[src/rtl/csirs_ltd_pkg.sv]
// types, constants and the row table for the csi-rs location table decoder
// depends on nothing; used by csi_rs_location_table_decoder
`timescale 1ns / 1ps

package csirs_ltd_pkg;

   localparam int BitmapWidth = 12;
   localparam int PosCount    = 6;

   // result status codes
   localparam logic [1:0] STATUS_OK       = 2'd0;
   localparam logic [1:0] STATUS_BAD_ROW  = 2'd1;
   localparam logic [1:0] STATUS_FEW_BITS = 2'd2;

   typedef struct packed {
      logic [4:0]  table_row;
      logic [11:0] freq_bitmap;
      logic [3:0]  first_symbol;
      logic [3:0]  second_symbol;
   } req_word_type;

   typedef struct packed {
      logic [3:0] group_port_index;
      logic [5:0] subcarrier_offset;
      logic [3:0] symbol_offset;
      logic [5:0] port_count;
      logic       k_prime_max;
      logic [1:0] l_prime_max;
      logic [1:0] status;
      logic       last_group;
   } rsp_word_type;

   // which bitmap position a group uses
   typedef enum logic [2:0] {
      KIDX_ZERO,
      KIDX_GROUP,
      KIDX_MOD2,
      KIDX_MOD3,
      KIDX_MOD4
   } kidx_mode_type;

   // extra subcarrier step per group
   typedef enum logic [1:0] {
      KADD_NONE,
      KADD_X2,
      KADD_X4
   } kadd_mode_type;

   // how the symbol offset follows the group index
   typedef enum logic [2:0] {
      LBAR_FIXED,
      LBAR_STEP1,
      LBAR_STEP2,
      LBAR_STEP4,
      LBAR_SPLIT6,
      LBAR_SPLIT3,
      LBAR_SPLIT8,
      LBAR_SPLIT4
   } lbar_mode_type;

   typedef struct packed {
      logic          valid;
      logic [5:0]    ports;
      logic          kmax;
      logic [1:0]    lmax;
      logic [4:0]    groups;
      logic [3:0]    need;
      logic [1:0]    shift;
      logic          j_zero;
      kidx_mode_type kidx_mode;
      kadd_mode_type kadd_mode;
      lbar_mode_type lbar_mode;
   } row_desc_type;

   function automatic row_desc_type row_desc(input logic [4:0] row);
      row_desc_type d;
      d = '{valid: 1'b1, ports: 6'd0, kmax: 1'b1, lmax: 2'd0, groups: 5'd0, need: 4'd0,
            shift: 2'd1, j_zero: 1'b0, kidx_mode: KIDX_GROUP, kadd_mode: KADD_NONE,
            lbar_mode: LBAR_FIXED};
      unique case (row)
         5'd1: begin
            d.ports = 6'd1; d.kmax = 1'b0; d.groups = 5'd3; d.need = 4'd1;
            d.shift = 2'd0; d.j_zero = 1'b1; d.kidx_mode = KIDX_ZERO;
            d.kadd_mode = KADD_X4;
         end
         5'd2: begin
            d.ports = 6'd1; d.kmax = 1'b0; d.groups = 5'd1; d.need = 4'd1;
            d.shift = 2'd0; d.j_zero = 1'b1; d.kidx_mode = KIDX_ZERO;
         end
         5'd3: begin
            d.ports = 6'd2; d.groups = 5'd1; d.need = 4'd1;
            d.j_zero = 1'b1; d.kidx_mode = KIDX_ZERO;
         end
         5'd4: begin
            d.ports = 6'd4; d.groups = 5'd2; d.need = 4'd1; d.shift = 2'd2;
            d.kidx_mode = KIDX_ZERO; d.kadd_mode = KADD_X2;
         end
         5'd5: begin
            d.ports = 6'd4; d.groups = 5'd2; d.need = 4'd1;
            d.kidx_mode = KIDX_ZERO; d.lbar_mode = LBAR_STEP1;
         end
         5'd6: begin
            d.ports = 6'd8; d.groups = 5'd4; d.need = 4'd4;
         end
         5'd7: begin
            d.ports = 6'd8; d.groups = 5'd4; d.need = 4'd2;
            d.kidx_mode = KIDX_MOD2; d.lbar_mode = LBAR_STEP2;
         end
         5'd8: begin
            d.ports = 6'd8; d.lmax = 2'd1; d.groups = 5'd2; d.need = 4'd2;
         end
         5'd9: begin
            d.ports = 6'd12; d.groups = 5'd6; d.need = 4'd6;
         end
         5'd10: begin
            d.ports = 6'd12; d.lmax = 2'd1; d.groups = 5'd3; d.need = 4'd3;
         end
         5'd11: begin
            d.ports = 6'd16; d.groups = 5'd8; d.need = 4'd4;
            d.kidx_mode = KIDX_MOD4; d.lbar_mode = LBAR_STEP4;
         end
         5'd12: begin
            d.ports = 6'd16; d.lmax = 2'd1; d.groups = 5'd4; d.need = 4'd4;
         end
         5'd13: begin
            d.ports = 6'd24; d.groups = 5'd12; d.need = 4'd3;
            d.kidx_mode = KIDX_MOD3; d.lbar_mode = LBAR_SPLIT6;
         end
         5'd14: begin
            d.ports = 6'd24; d.lmax = 2'd1; d.groups = 5'd6; d.need = 4'd3;
            d.kidx_mode = KIDX_MOD3; d.lbar_mode = LBAR_SPLIT3;
         end
         5'd15: begin
            d.ports = 6'd24; d.lmax = 2'd3; d.groups = 5'd3; d.need = 4'd3;
         end
         5'd16: begin
            d.ports = 6'd32; d.groups = 5'd16; d.need = 4'd4;
            d.kidx_mode = KIDX_MOD4; d.lbar_mode = LBAR_SPLIT8;
         end
         5'd17: begin
            d.ports = 6'd32; d.lmax = 2'd1; d.groups = 5'd8; d.need = 4'd4;
            d.kidx_mode = KIDX_MOD4; d.lbar_mode = LBAR_SPLIT4;
         end
         5'd18: begin
            d.ports = 6'd32; d.lmax = 2'd3; d.groups = 5'd4; d.need = 4'd4;
         end
         default: begin
            d.valid = 1'b0;
         end
      endcase
      return d;
   endfunction

endpackage

[src/rtl/csi_rs_location_table_decoder.sv]
// csi-rs location table decoder: one word in, one result word per cdm group out (one on error)
// depends on csirs_ltd_pkg
`timescale 1ns / 1ps

//  channel | ports                              | carries
//  --------+------------------------------------+------------------------------------
//  in      | req_valid, req_ready, req_word     | row, bitmap, l0, l1
//  out     | rsp_valid, rsp_ready, rsp_word     | one cdm group result, last on final
//
//  an accepted word sits in the item register; the group counter then walks the
//  row's cdm groups, one result per cycle into the result register unless it stalls
//  a word gives 1 to 16 results (one per group, one for an error result); the
//  group counter sets that figure, and the next word is taken in the cycle the
//  final group is produced, so words follow with no gap
//  a stalled result holds the result register and the counter; reset clears
//  only the valid flags and the counter

module csi_rs_location_table_decoder (
   input  logic                        clock,
   input  logic                        reset,
   input  logic                        req_valid,
   output logic                        req_ready,
   input  csirs_ltd_pkg::req_word_type req_word,
   output logic                        rsp_valid,
   input  logic                        rsp_ready,
   output csirs_ltd_pkg::rsp_word_type rsp_word
);

   import csirs_ltd_pkg::*;

   // item register and group counter
   logic         item_valid_ff, item_valid_in;
   req_word_type item_ff, item_in;
   logic [3:0]   grp_ff, grp_in;

   // result register
   logic         rsp_valid_ff, rsp_valid_in;
   rsp_word_type rsp_ff, rsp_in;

   row_desc_type desc;
   logic [3:0]   pos [PosCount];
   logic [3:0]   bit_total;
   logic [1:0]   status_s;
   logic [4:0]   n_results;
   logic         last_s;
   logic         advance;
   logic [2:0]   kidx;
   logic [3:0]   pos_sel;
   logic [5:0]   kbar;
   logic [5:0]   kadd;
   logic [3:0]   lbar;
   logic [3:0]   l0, l1;
   rsp_word_type result;

   assign desc = row_desc(item_ff.table_row);
   assign l0   = item_ff.first_symbol;
   assign l1   = item_ff.second_symbol;

   // positions of the lowest set bitmap bits, plus the total set count
   always_comb begin
      logic [3:0] cnt;
      cnt = 4'd0;
      for (int p = 0; p < PosCount; p++) begin
         pos[p] = 4'd0;
      end
      for (int f = 0; f < BitmapWidth; f++) begin
         if (item_ff.freq_bitmap[f]) begin
            if (cnt < 4'(PosCount)) begin
               pos[cnt[2:0]] = 4'(f);
            end
            cnt = cnt + 4'd1;
         end
      end
      bit_total = cnt;
   end

   // invalid row is checked before the bitmap
   always_comb begin
      priority if (!desc.valid) begin
         status_s = STATUS_BAD_ROW;
      end else if (bit_total < desc.need) begin
         status_s = STATUS_FEW_BITS;
      end else begin
         status_s = STATUS_OK;
      end
   end

   assign n_results = (status_s == STATUS_OK) ? desc.groups : 5'd1;
   assign last_s    = ({1'b0, grp_ff} + 5'd1) == n_results;

   // bitmap position used by this group
   always_comb begin
      unique case (desc.kidx_mode)
         KIDX_ZERO:  kidx = 3'd0;
         KIDX_GROUP: kidx = (grp_ff > 4'd5) ? 3'd5 : grp_ff[2:0];
         KIDX_MOD2:  kidx = {2'b00, grp_ff[0]};
         KIDX_MOD4:  kidx = {1'b0, grp_ff[1:0]};
         KIDX_MOD3: begin
            priority if (grp_ff >= 4'd9) begin
               kidx = 3'(grp_ff - 4'd9);
            end else if (grp_ff >= 4'd6) begin
               kidx = 3'(grp_ff - 4'd6);
            end else if (grp_ff >= 4'd3) begin
               kidx = 3'(grp_ff - 4'd3);
            end else begin
               kidx = grp_ff[2:0];
            end
         end
         default:    kidx = 3'd0;
      endcase
   end

   always_comb begin
      unique case (desc.kadd_mode)
         KADD_X2:   kadd = {1'b0, grp_ff, 1'b0};
         KADD_X4:   kadd = {grp_ff, 2'b00};
         default:   kadd = 6'd0;
      endcase
   end

   assign pos_sel = pos[kidx];
   assign kbar    = ({2'b00, pos_sel} << desc.shift) + kadd;

   // symbol offset, 4-bit wrap
   always_comb begin
      unique case (desc.lbar_mode)
         LBAR_FIXED:  lbar = l0;
         LBAR_STEP1:  lbar = l0 + grp_ff;
         LBAR_STEP2:  lbar = l0 + {1'b0, grp_ff[3:1]};
         LBAR_STEP4:  lbar = l0 + {2'b00, grp_ff[3:2]};
         LBAR_SPLIT6: lbar = (grp_ff < 4'd6) ? l0 + {3'b000, grp_ff >= 4'd3}
                                             : l1 + {3'b000, grp_ff >= 4'd9};
         LBAR_SPLIT3: lbar = (grp_ff < 4'd3) ? l0 : l1;
         LBAR_SPLIT8: lbar = (grp_ff < 4'd8) ? l0 + {3'b000, grp_ff[2]}
                                             : l1 + {3'b000, grp_ff >= 4'd12};
         LBAR_SPLIT4: lbar = (grp_ff < 4'd4) ? l0 : l1;
         default:     lbar = l0;
      endcase
   end

   always_comb begin
      result = '0;
      if (status_s == STATUS_OK) begin
         result.group_port_index  = desc.j_zero ? 4'd0 : grp_ff;
         result.subcarrier_offset = kbar;
         result.symbol_offset     = lbar;
         result.port_count        = desc.ports;
         result.k_prime_max       = desc.kmax;
         result.l_prime_max       = desc.lmax;
      end
      result.status     = status_s;
      result.last_group = last_s;
   end

   // a group moves into the result register when that register is free or drains
   assign advance   = item_valid_ff && (!rsp_valid_ff || rsp_ready);
   assign req_ready = !item_valid_ff || (advance && last_s);

   always_comb begin
      item_valid_in = item_valid_ff;
      item_in       = item_ff;
      grp_in        = grp_ff;
      rsp_valid_in  = rsp_valid_ff;
      rsp_in        = rsp_ff;
      if (rsp_valid_ff && rsp_ready) begin
         rsp_valid_in = 1'b0;
      end
      if (advance) begin
         rsp_in       = result;
         rsp_valid_in = 1'b1;
         if (last_s) begin
            item_valid_in = 1'b0;
         end else begin
            grp_in = grp_ff + 4'd1;
         end
      end
      if (req_valid && req_ready) begin
         item_in       = req_word;
         item_valid_in = 1'b1;
         grp_in        = 4'd0;
      end
   end

   always_ff @(posedge clock) begin
      if (reset) begin
         item_valid_ff <= 1'b0;
         grp_ff        <= 4'd0;
         rsp_valid_ff  <= 1'b0;
      end else begin
         item_valid_ff <= item_valid_in;
         grp_ff        <= grp_in;
         rsp_valid_ff  <= rsp_valid_in;
      end
   end

   // payload, no reset needed
   always_ff @(posedge clock) begin
      item_ff <= item_in;
      rsp_ff  <= rsp_in;
   end

   assign rsp_valid = rsp_valid_ff;
   assign rsp_word  = rsp_ff;

   // group counter stays inside the item's result count
   a_grp_in_range: assert property (@(posedge clock) disable iff (reset)
      item_valid_ff |-> ({1'b0, grp_ff} < n_results))
      else $error("group counter beyond result count");

   // a new word only lands on a busy item register when its final group leaves
   a_take_on_last: assert property (@(posedge clock) disable iff (reset)
      (req_valid && req_ready && item_valid_ff) |-> (advance && last_s))
      else $error("word accepted while groups remain");

   // error results are single and final
   a_error_last: assert property (@(posedge clock) disable iff (reset)
      (rsp_valid && rsp_word.status != STATUS_OK) |-> rsp_word.last_group)
      else $error("error result not marked last");

   // good results always carry a port count
   a_ok_ports: assert property (@(posedge clock) disable iff (reset)
      (rsp_valid && rsp_word.status == STATUS_OK) |-> (rsp_word.port_count != 6'd0))
      else $error("good result without ports");

endmodule
[config.mk]
export PLATFORM = sky130hd
export DESIGN_NAME = csi_rs_location_table_decoder
export DESIGN_NICKNAME = d
export VERILOG_FILES = /design/src/rtl/csirs_ltd_pkg.sv /design/src/rtl/csi_rs_location_table_decoder.sv
export SDC_FILE = /design/constraint.sdc
export NUM_CORES = 1
export LEC_CHECK = 0
export BUFFER_PORTS_ARGS = -buffer_cell sky130_fd_sc_hd__buf_4
export CAP_MARGIN = 20
export CELL_PAD_IN_SITES_DETAIL_PLACEMENT = 1
export CELL_PAD_IN_SITES_GLOBAL_PLACEMENT = 2
export CORE_ASPECT_RATIO = 1.2
export CORE_MARGIN = 2
export CORE_UTILIZATION = 38
export CTS_BUF_LIST = sky130_fd_sc_hd__clkbuf_16
export CTS_CLUSTER_DIAMETER = 80
export DETAILED_ROUTE_END_ITERATION = 7
export GPL_TIMING_DRIVEN = 1
export PLACE_DENSITY = 0.81
export SYNTH_ARGS = -nofsm -noshare
export SYNTH_HDL_FRONTEND = slang
export SYNTH_SLANG_ARGS = --single-unit
[constraint.sdc]
create_clock -name clock -period 14.7 [get_ports clock]
set_input_delay 0.735 -clock clock [delete_from_list [all_inputs] [get_ports clock]]
set_output_delay 0.735 -clock clock [all_outputs]
set_load 0.02 [all_outputs]
==> summary.md, run 1 <==
The cell that appears most often on the critical path is sky130_fd_sc_hd__ha_1. Of the total synthesized cell area, the portion taken by AND, OR, NAND and NOR gates is 24.6%. The largest net degree at the start of global routing is 27, and the post-synthesis cell area is 6850 um2. Final hold analysis gives a worst-case slack of 553 ps. After clock tree synthesis, the flow added hold-fix buffers numbering 0. Counting every sink on the clock net gives 57.

Averaged over all synthesized cells, the footprint is 8.51 um2. For the remaining antenna violation count after routing, the log shows 0. The placeable core region was 17,600 um2; the area overhead of the layout relative to synthesis was 13.0%.

Data on the critical path is required at its endpoint by 13,970 ps. Synthesis produced a netlist whose cell count is 805. Setup repair after global routing left no endpoint under its margin. During placement, the flow inserted port buffers numbering 56. The logs give 2 for the buffer levels on the longest clock path and 22.6 mm for the final routed wirelength across all metal layers. The number of flops mapped to enable cells by yosys is 51, and the post-cts resize count is 0.

The number of distinct library cells after synthesis came out at 98. The worst setup path is of the flop to output port kind. The clock slew at the register clock pins of the worst setup and hold paths is 60 ps. The worst setup path is captured at an output port. Static timing analysis puts the maximum clock frequency at 0.0838 GHz.

CTS placed an instance of sky130_fd_sc_hd__clkbuf_16 at the clock tree root. The detailed-route wire length per cell works out to 21.2 um. Among all flip-flop cells after synthesis, the most frequent one is sky130_fd_sc_hd__edfxtp_1. After synthesis, the share of flip-flops with an asynchronous set or reset is 0%. The number of antenna violations at the first check in global routing is 0. The logs give 39.0% for the effective utilization at floorplan and 6,704 for the number of global-route vias before repair.

After Yosys synthesis, full adders, half adders and majority gates account for 7.82% of the synthesized area. The cell at the slowest stage of the critical path is sky130_fd_sc_hd__fa_1. Number of antenna repair diodes: 0.

The largest clock skew in the final design was 12.4 ps; the total negative slack for setup checks was 0 ps. The run gives 35.2% as the worst slew margin relative to its limit. The sum of net half-perimeters after detailed placement is 17.6 mm, and the clock latency on the worst-skew pair is 340 ps. The number of setup violations in the final report is 0, and the sum of overflow across all layers after global routing is 0. The die covers 19,100 um2. Of the total synthesized cell area, the portion taken by XOR and XNOR cells is 12.2%.

From left edge to right edge, the die measures 127 um. The run finished with clean final reports. After synthesis, the share of cell area in mux cells is 2.19%.

The run gives 0 as the number of violations of the max-capacitance limit. The transition time of the tightest slew-check pin is 971 ps, and the number of standard-cell rows in the floorplan is 53. Using the TritonRoute via totals, the vias-per-cell ratio works out to 6.12. The total I/O pin count came out at 57. The detailed router placed 6,516 vias in this run. Path class of the lowest-slack min-delay path: flop to flop.

Clock tree synthesis inserted a total of 9 buffers. At the end of routability-driven placement, the weighted congestion stood at 0.909. The first-pass GRT wire length is 36.2 mm. At the worst endpoint, the arrival time is 11,190 ps. The final critical-path required period works out to 11,930 ps. The H-tree was split into 3 levels. The highest net fanout along the worst path works out to 15.

The critical path launch point type was a flop. The logs give 24.1% for the register area share after synthesis and 0 for the max-slew violation total from the final report. The complex-gate fraction of the synthesized area was 23.8%.

Before antenna repair, the detailed router went through 5 iterations. In the final layout, the share of cells above drive strength 1 is 14.7%. On the worst path, the slowest cell contributes a delay of 620 ps.

In this run, the number of DRC markers left after iteration 0 of detailed routing was 333. The DRC violation count after routing was 0. By area, the combinational part of the netlist is dominated by simple AND/OR/NAND/NOR gates.

TritonCTS built the clock tree. The logs give 909 for the number of nets in the layout and 875 for the number of nets produced by synthesis. Counting flops and latches in the post-synthesis netlist gives 57.

The filler cells instantiated in the layout total 2,083. For the number of warnings reported in the yosys synthesis log, the log shows 0. From bottom edge to top edge, the die measures 151 um.

The portion of the clock cycle consumed by the worst path in the final layout was 81.1%. The number of setup buffers added after CTS is 0. The count of endpoints failing hold in the final timing report was 0. The total global routing track utilization came out at 23.8%.
[cells in the mapped netlist, types with 8 or more instances]
master | number | area, um2
sky130_fd_sc_hd__a211oi_1 | 8 | 60.1
sky130_fd_sc_hd__a21oi_1 | 46 | 230
sky130_fd_sc_hd__a22oi_1 | 9 | 67.6
sky130_fd_sc_hd__and2_1 | 8 | 50.1
sky130_fd_sc_hd__and3_1 | 8 | 50.1
sky130_fd_sc_hd__clkbuf_1 | 24 | 90.1
sky130_fd_sc_hd__edfxtp_1 | 51 | 1530
sky130_fd_sc_hd__ha_1 | 38 | 475
sky130_fd_sc_hd__inv_1 | 40 | 150
sky130_fd_sc_hd__mux2i_1 | 15 | 150
sky130_fd_sc_hd__nand2_1 | 91 | 342
sky130_fd_sc_hd__nand2b_1 | 16 | 100
sky130_fd_sc_hd__nand3_1 | 27 | 135
sky130_fd_sc_hd__nand4_1 | 15 | 93.8
sky130_fd_sc_hd__nor2_1 | 65 | 244
sky130_fd_sc_hd__nor2b_1 | 9 | 56.3
sky130_fd_sc_hd__nor3_1 | 32 | 160
sky130_fd_sc_hd__nor4_1 | 12 | 75.1
sky130_fd_sc_hd__o21ai_0 | 31 | 155
sky130_fd_sc_hd__o221ai_1 | 8 | 70.1
sky130_fd_sc_hd__o22ai_1 | 16 | 100
sky130_fd_sc_hd__o31ai_1 | 10 | 75.1
sky130_fd_sc_hd__or4_1 | 8 | 60.1
sky130_fd_sc_hd__xnor2_1 | 25 | 219
sky130_fd_sc_hd__xnor2_4 | 8 | 220
sky130_fd_sc_hd__xor2_1 | 11 | 96.3
[flip-flops by register name, summed over array words and instances (netlist names)]
name           cells
grp_ff             4
item_ff           17
item_valid_ff      1
l0                 4
l1                 4
rsp_valid          1
rsp_word          26
[logic make-up (layout without fill, tap and decap cells)]
| kind of cell | count (synthesis) | count (layout) |
|---|---|---|
| buffers and inverters | 84 | 123 |
| XOR/XNOR | 58 | 58 |
| AO/OA/AOI/OAI | 221 | 221 |
| flip-flops | 57 | 57 |
| multiplexers | 15 | 15 |
| AND/OR/NAND/NOR | 329 | 329 |
| adder cells (fa/ha/maj) | 41 | 41 |
[routing by layer]
layer / GRT usage (%) / vias to the layer above / part of all wire, %
li1: - / 3122 / -
met1: 27.9 / 3205 / 41
met2: 45.2 / 161 / 53
met3: 3.07 / 28 / 3.7
met4: 6.92 / 0 / 1.9
met5: 0 / - / 0
[final cells by class]
cell class | instances | area, um2 | area share (%)
Clock buffer | 9 | 225 | 2.91
Tap cell | 220 | 275 | 3.56
Clock inverter | 7 | 110 | 1.42
Inverter | 47 | 189 | 2.44
Sequential cell | 57 | 1650 | 21.3
Timing Repair Buffer | 60 | 450 | 5.82
Multi-Input combinational cell | 664 | 4840 | 62.5
[final timing paths]
path                  from           end  slack, ps  cells after the start
min          item_valid_ff     grp_ff[0]        550                      1
min reg2reg  item_valid_ff     grp_ff[0]        550                      1
max reg2reg    item_ff[10]  rsp_word[21]       3010                     50
max            item_ff[10]     req_ready       2770                     48
[layout by cell type (no fill, tap or decap), types with 5 or more instances in the layout]
cell type                   synthesis  final
sky130_fd_sc_hd__mux2i_1           15     15
sky130_fd_sc_hd__o22ai_1           16     16
sky130_fd_sc_hd__nand4_1           15     15
sky130_fd_sc_hd__a221o_1            6      6
sky130_fd_sc_hd__nor4_1            12     12
sky130_fd_sc_hd__or4_1              8      8
sky130_fd_sc_hd__a211oi_1           8      8
sky130_fd_sc_hd__nand2_1           91     91
sky130_fd_sc_hd__clkbuf_16          0      9
sky130_fd_sc_hd__nor2_1            65     65
sky130_fd_sc_hd__o31ai_1           10     10
sky130_fd_sc_hd__o21ai_0           31     31
sky130_fd_sc_hd__edfxtp_1          51     51
sky130_fd_sc_hd__buf_4              1     60
sky130_fd_sc_hd__o221ai_1           8      8
sky130_fd_sc_hd__or2_2              7      7
sky130_fd_sc_hd__nor2b_1            9      8
sky130_fd_sc_hd__a21oi_1           46     46
sky130_fd_sc_hd__a22oi_1            9      9
sky130_fd_sc_hd__ha_1              38     38
sky130_fd_sc_hd__xnor2_4            8      8
sky130_fd_sc_hd__and2_1             8      8
sky130_fd_sc_hd__a32oi_1            5      5
sky130_fd_sc_hd__inv_1             40     41
sky130_fd_sc_hd__o211ai_1           6      6
sky130_fd_sc_hd__and3_1             8      8
sky130_fd_sc_hd__nand2b_1          16     16
sky130_fd_sc_hd__a31oi_1            5      5
sky130_fd_sc_hd__nor3_1            32     32
sky130_fd_sc_hd__xnor2_1           25     25
sky130_fd_sc_hd__o21a_1             7      7
sky130_fd_sc_hd__xor2_1            11     11
sky130_fd_sc_hd__nand3_1           27     27
sky130_fd_sc_hd__dfxtp_1            6      6
[critical path, delay by kind of cell, from the launching register on]
family / cells / cell delay (ps)
flops: 1 / 540
fa+ha+maj: 11 / 3690
buf+inv: 11 / 1620
simple gates: 13 / 2000
compound gates: 13 / 2980
[stage by stage]
step | worst slack, ps | std cells | cell area (um2) | util [%]
global placement | 3830 | 1048 | 7400 | 42.1
finish | 2770 | 1064 | 7740 | 44.0
detailed placement | 3140 | 1048 | 7400 | 42.1
global route | 1880 | 1064 | 7740 | 44.0
floorplan | 3950 | 805 | 6850 | -
CTS | 2860 | 1064 | 7740 | 44.0
Power of run 1 is left out: the tool's default activity adds up to more than one toggle a clock period on the data nets, which glitch-free logic cannot reach.
==> run 2: changes to the inputs <==
CORE_UTILIZATION = 34   (was 38)
PLACE_DENSITY = 0.77   (was 0.81)
clock period = 9.9 ns   (was 14.7 ns; I/O delays follow)
==> summary.md, run 2 (synthesized netlist as in run 1, its figures left out) <==
The clock slew at the register clock pins of the worst setup and hold paths works out to 60 ps (about the same). The total global routing track utilization is 21.7% (-2.1 points), and the detailed-route wire length per cell is 20.5 um (-3.4%). The count of filler cells inserted in the layout is 2,284 (+9.6%), and the number of buffer cells added on primary ports is 56 (unchanged).

The logs give 32.9% (-2.3 points) for the worst slew margin relative to its limit and 0 (unchanged) for the count of endpoints failing hold in the final timing report. The flow ran to the end, and the final reports show no timing, DRC or antenna violations. Worst path required time: 10,090 ps (-3880 ps). The number of violations of the max-capacitance limit was 0 (unchanged). The library cells used most frequently in the layout, excluding fill and tap cells, are sky130_fd_sc_hd__nand2_1, sky130_fd_sc_hd__buf_4, sky130_fd_sc_hd__nor2_1, sky130_fd_sc_hd__edfxtp_1, sky130_fd_sc_hd__a21oi_1. The final critical-path required period was 9430 ps; the number of nets in the layout was 938 (+3.2%). Number of antenna violations at the first check in global routing: 0 (unchanged).

The cell at the slowest stage of the critical path is sky130_fd_sc_hd__fa_1. The data arrival at the endpoint of the critical path was 9620 ps (-1570 ps). The buffer levels on the longest clock path was 2 (unchanged).

The logs give 0 (unchanged) for the remaining antenna violation count after routing and 0.951 (+4.6%) for the final weighted congestion in routability-driven placement. Portion of the clock cycle consumed by the worst path in the final layout: 95.2%. The tools report the DRC violation total after the first TritonRoute iteration as 503 (+51%). The number of standard-cell rows in the floorplan came out at 56 (+5.7%). The die outline width was 134 um (+5.5%). The number of antenna repair diodes is 0 (unchanged), and the number of global-route vias before repair is 6,892 (+2.8%). The placeable core region is 19,600 um2 (+12%), and the highest net fanout along the worst path is 6 (-9). The effective utilization at floorplan was 34.9% (-4.1 points); the sum of net half-perimeters after detailed placement was 18.0 mm (+2.1%). The die height works out to 159 um (+5.6%). The tools report the kind of end point of the critical path as a flop. TritonCTS built the clock tree. The final design area excluding fillers is 8340 um2 (+7.7%). Leaving out fill and tap cells, the most frequent cell in the layout is sky130_fd_sc_hd__nand2_1. Number of vias after detailed routing: 6,638 (+1.9%).

Relative to the synthesized area, the layout overhead comes to 21.8%. The critical path launch point type was a flop. The run gives 57 (unchanged) as the total I/O pin count. The transition time of the tightest slew-check pin is 1010 ps (+34.9 ps).

The largest net degree at the start of global routing is 27 (unchanged). The number of flip-flops in the largest register is 26 (unchanged). The number of setup violations in the final report is 0 (unchanged), and the largest clock skew in the final design is 14.5 ps (+2.14 ps). The first-pass GRT wire length is 37.1 mm (+2.4%). The DRC violation count after routing was 0 (unchanged); the max-slew violation total from the final report was 0 (unchanged). The minimum setup slack among reg-to-reg paths was 470 ps (-2540 ps); the fraction of layout instances using a drive strength above 1 was 23.0% (+8.3 points). The clock buffer count from CTS came out at 9 (unchanged). Maximum single-stage delay on the critical path: 520 ps (-100 ps). The clock latency on the worst-skew pair is 340 ps (about the same), and the number of iterations in the first detailed-routing pass is 4 (-1). The hold buffer count at CTS was 0 (unchanged); the sequential cell area was 1650 um2 (unchanged). Clock tree synthesis selected as its root buffer the cell sky130_fd_sc_hd__clkbuf_16. Total number of H-tree levels: 3 (unchanged). Die area: 21,300 um2 (+11%). For the placed standard-cell area, the log shows 7570 um2 (+2.3%). The critical path is of the flop to flop type.

The average via count per standard cell works out to 5.85 (-4.4%). Maximum achievable frequency: 0.106 GHz. The most numerous cell type found on the critical path is sky130_fd_sc_hd__inv_2. The path class of the lowest-slack min-delay path was input pin to flop. The sum of overflow across all layers after global routing was 0 (unchanged); the final routed wirelength across all metal layers was 23.3 mm (+2.9%). The number of sinks on the clock net came out at 57 (unchanged). The tools report the area of combinational cells with multiple inputs as 5180 um2 (+7.0%).
-- run 2: final cells by class --
cell class / instances / share of cell area, %
clock inverter: 7 / 1.04
tap: 261 / 3.92
inverter: 47 / 2.27
sequential: 57 / 19.8
clock buffer: 9 / 2.70
timing repair buffer: 89 / 8.16
multi-input combinational: 664 / 62.1
-- run 2: path summary, 6_finish.rpt --
| check | start | to | depth (start not counted) |
|---|---|---|---|
| worst min register to register | item_valid_ff | grp_ff[0] | 1 |
| worst max-delay path | item_ff[8] | rsp_word[21] | 53 |
| worst min-delay path | req_word[17] | item_ff[17] | 1 |
| worst max register to register | item_ff[8] | rsp_word[21] | 53 |
-- run 2: timing repair --
| action | 4_1_cts | 5_1_grt |
|---|---|---|
| pin swaps | 6 | 13 |
| setup buffers | 11 | 7 |
| setup endpoints to repair | 27 | 48 |
| gates resized for setup | 25 | 34 |
-- run 2: critical path: cells and delay by family, from the launching register on --
family                     cells  cell delay, ps
DFF                            1             450
muxes                          2             290
and+or+nand+nor               15            2030
buffers and inverters         11            1050
AOI/OAI and AO/OA             13            2140
adders and majority gates     11            3200
xor gates and xnor gates       1             120
-- run 2: layer usage --
layer	wire, um	vias up	track usage [%]	share of wire, %
met1	9600	3309	25.0	41
met2	12500	133	40.7	54
met4	544	0	6.77	2.3
met3	587	34	3.34	2.5
met5	0	-	0	0
li1	-	3162	-	-
-- run 2: stage by stage --
stage	setup WS, ps	instances	TNS (ps)	utilization, %	hold WS (ps)
after CTS	17.5	1127	0	41.2	318
final	471	1134	0	42.5	325
after floorplan	45.4	805	0	-	499
after global routing	-25.5	1134	-25.5	42.5	313
after detailed placement	-346	1100	-2390	38.6	554
after global placement	157	1100	0	38.6	540
Power of run 2 is left out for the same reason.
==> run 3: changes to the inputs <==
ABC_AREA = 1   (was not set)
CORE_UTILIZATION = 31   (was 34)
==> summary.md, run 3 <==
The highest net fanout along the worst path is 20 (+14), and the total global routing track utilization is 20.0% (-1.7 points). The area of combinational cells with multiple inputs was 3840 um2 (-26%). In this run the most critical hold path is launched from reset. The transition time of the tightest slew-check pin is 724 ps (-281 ps). The post-synthesis average cell area is 6.72 um2 (-21%). The tools report the number of global-route vias before repair as 6,314 (-8.4%).

The share of Yosys cell area claimed by the top area cell type was 25.2% (+2.8 points); the synthesized flop and latch total was 57 (unchanged). The logs give 27.1% (+3.0 points) for the register area share after synthesis and 0 (unchanged) for the DRC violation count after routing. The commonest cells after synthesis are sky130_fd_sc_hd__nand2_1, sky130_fd_sc_hd__inv_1, sky130_fd_sc_hd__nor2_1. The number of vias after detailed routing is 5,974 (-10%).

Buffer type at the clock tree root: sky130_fd_sc_hd__clkbuf_16. The die outline width was 132 um (-1.2%); the total negative slack for setup checks was 0 ps (unchanged). Detailed-route wire length per cell: 16.2 um (-21%). The maximum achievable frequency was 0.111 GHz (+4.8%); the final weighted congestion in routability-driven placement was 0.832 (-13%).

The logs give 0 (unchanged) for the number of warnings reported in the yosys synthesis log and 905 (+12%) for the synthesized instance count. The DRC violation total after the first TritonRoute iteration is 205 (-59%). The run gives 0 (unchanged) as the remaining antenna violation count after routing. Setup repair after global routing left no endpoint under its margin.

The number of standard-cell rows in the floorplan is 56 (unchanged), and the effective utilization at floorplan is 31.3% (-3.6 points). The logs give 32.7 mm (-12%) for the first-pass GRT wire length and 51.7% (+19 points) for the worst slew margin relative to its limit. The number of flip-flops in the largest register came out at 26 (unchanged). The final critical-path required period was 8990 ps (-435 ps). The area growth from synthesis to layout is 17.1%. Tracing the worst setup path back leads to its startpoint at item_ff[8]. The run gives 340 ps (about the same) as the clock latency on the worst-skew pair. The tools report the number of antenna repair diodes as 0 (unchanged). The run gives 0 (unchanged) as the max-slew violation total from the final report.

The worst setup path is launched from a flop. The most numerous cell type found on the critical path is sky130_fd_sc_hd__nand2_1. The placeable core region was 19,400 um2 (-1.1%). The number of distinct library cells after synthesis is 42 (-57%).

The maximum single-stage delay on the critical path is 620 ps (+100 ps). The library cell used most frequently in the layout, excluding fill and tap cells, is sky130_fd_sc_hd__nand2_1. The number of sinks on the clock net came out at 57 (unchanged). The slowest stage of the critical path is the sky130_fd_sc_hd__fa_1 cell. The post-cts resize count came out at 0 (-100%).

The number of flops mapped to enable cells by yosys works out to 51 (unchanged). The number of buffer cells added on primary ports is 56 (unchanged). For this run, the leading register cell type out of synthesis is sky130_fd_sc_hd__edfxtp_1. The count of filler cells inserted in the layout came out at 2,521 (+10%). The tools report the hold buffer count at CTS as 0 (unchanged).

The portion of the clock cycle consumed by the worst path in the final layout was 90.9% (-4.4 points). Sorting the synthesized cells by area gives the leading types as sky130_fd_sc_hd__edfxtp_1, sky130_fd_sc_hd__nand2_1, sky130_fd_sc_hd__inv_1. The flow ran to the end, and the final reports show no timing, DRC or antenna violations. The logs give 6080 um2 (-11%) for the post-synthesis cell area and 0 (unchanged) for the number of violations of the max-capacitance limit. The logs give 9010 ps (-610 ps) for the data arrival at the endpoint of the critical path and 16.7 mm (-6.9%) for the sum of net half-perimeters after detailed placement.

The path class of the lowest-slack min-delay path is input pin to flop. The tools report the buffer levels on the longest clock path as 2 (unchanged). The number of nets in the layout was 1,038 (+11%). Most frequent cell after synthesis: sky130_fd_sc_hd__nand2_1.

For the worst path required time, the log shows 9920 ps (-170 ps). Die area: 20,800 um2 (-2.5%). The worst setup path is captured at a flop. The number of nets produced by synthesis is 975 (+11%), and the buffers inserted during post-CTS setup optimization is 0 (-11).

Number of setup violations in the final report: 0 (unchanged). The total I/O pin count came out at 57 (unchanged). The run gives 3 (unchanged) as the total number of H-tree levels. The worst setup path is of the flop to flop kind. The logs give 32 (+19%) for the largest net degree at the start of global routing and 1650 um2 (unchanged) for the sequential cell area. Count of endpoints failing hold in the final timing report: 0 (unchanged). The synthesized design spends more area on one cell type than any other, namely sky130_fd_sc_hd__edfxtp_1.

The number of antenna violations at the first check in global routing is 0 (unchanged). TritonCTS built the clock tree. The run gives 20.0 mm (-14%) as the final routed wirelength across all metal layers.

The tools report the number of iterations in the first detailed-routing pass as 4 (unchanged). Clock slew at the register clock pins of the worst setup and hold paths: 60 ps (about the same). For the sum of overflow across all layers after global routing, the log shows 0 (unchanged). Die height: 157 um (-1.3%).

The startpoint identified for the worst register-to-register timing path is item_ff[8]. The run gives 9.61 ps (-4.90 ps) as the largest clock skew in the final design. The run gives 9 (unchanged) as the clock buffer count from CTS. The fraction of layout instances using a drive strength above 1 is 16.6% (-6.4 points), and the average via count per standard cell is 4.84 (-17%). The post-synthesis async set-or-reset flop share came out at 0% (unchanged). Leaving out fill and tap cells, the most frequent cells in the layout are sky130_fd_sc_hd__nand2_1, sky130_fd_sc_hd__inv_1, sky130_fd_sc_hd__nor2_1, sky130_fd_sc_hd__nand3_1, sky130_fd_sc_hd__buf_4.
run 3: changes by cell type after synthesis, moves of 16 or more:
cell	before	now
sky130_fd_sc_hd__a21oi_1	46	29
sky130_fd_sc_hd__clkbuf_1	24	2
sky130_fd_sc_hd__inv_1	40	142
sky130_fd_sc_hd__nand2_1	91	209
sky130_fd_sc_hd__nand2_2	1	30
sky130_fd_sc_hd__nand2b_1	16	0
sky130_fd_sc_hd__nand3_1	27	90
sky130_fd_sc_hd__nand3_2	1	17
sky130_fd_sc_hd__nor2_1	65	116
sky130_fd_sc_hd__xnor2_1	25	6
run 3: routing by layer:
layer	global-route usage, %	wire length (um)
met1	22.4	8480
met2	40.3	11000
met3	1.93	257
met4	4.92	323
met5	0	0
run 3: cells by family (layout without fill, tap and decap cells):
logic type,after synthesis,in the layout,synth area share (%)
flip-flops,57,57,27.1
AND/OR/NAND/NOR,531,531,42.0
AO/OA/AOI/OAI,102,102,10.1
XOR/XNOR,14,14,2.02
adder cells (fa/ha/maj),41,41,8.80
buffers and inverters,160,228,9.98
run 3: critical path, delay by kind of cell (launching register included):
family	cells	cell delay, ps
adder cells (fa/ha/maj)	11	3600
flip-flops	1	370
buffers and inverters	6	1150
AND/OR/NAND/NOR	27	3070
AO/OA/AOI/OAI	2	460
run 3: final timing paths:
check / endpoint / slack, ps / depth (start not counted)
worst max register to register: item_ff[14] / 910 / 46
worst max-delay path: item_ff[14] / 910 / 46
worst min register to register: rsp_valid / 540 / 2
worst min-delay path: item_valid_ff / 330 / 2
run 3: metrics by stage:
stage               utilization [%]  hold WS (ps)  setup slack, ps  cells  area (um2)
finish                         36.7           327              906   1234        7120
global route                   36.7           325              172   1234        7120
CTS                            36.6           320              847   1233        7100
detailed placement             35.2           537              876   1217        6820
global placement               35.2           520             1210   1217        6820
floorplan                         -           445             1840    905        6080
run 3: final cells by class:
class,count,share of cell area (%)
clock buffer,9,3.16
clock inverter,7,0.667
inverter,154,8.15
multi-input combinational,688,53.9
tap,261,4.58
timing repair buffer,58,6.39
sequential,57,23.2
Power of run 3 is left out for the same reason.
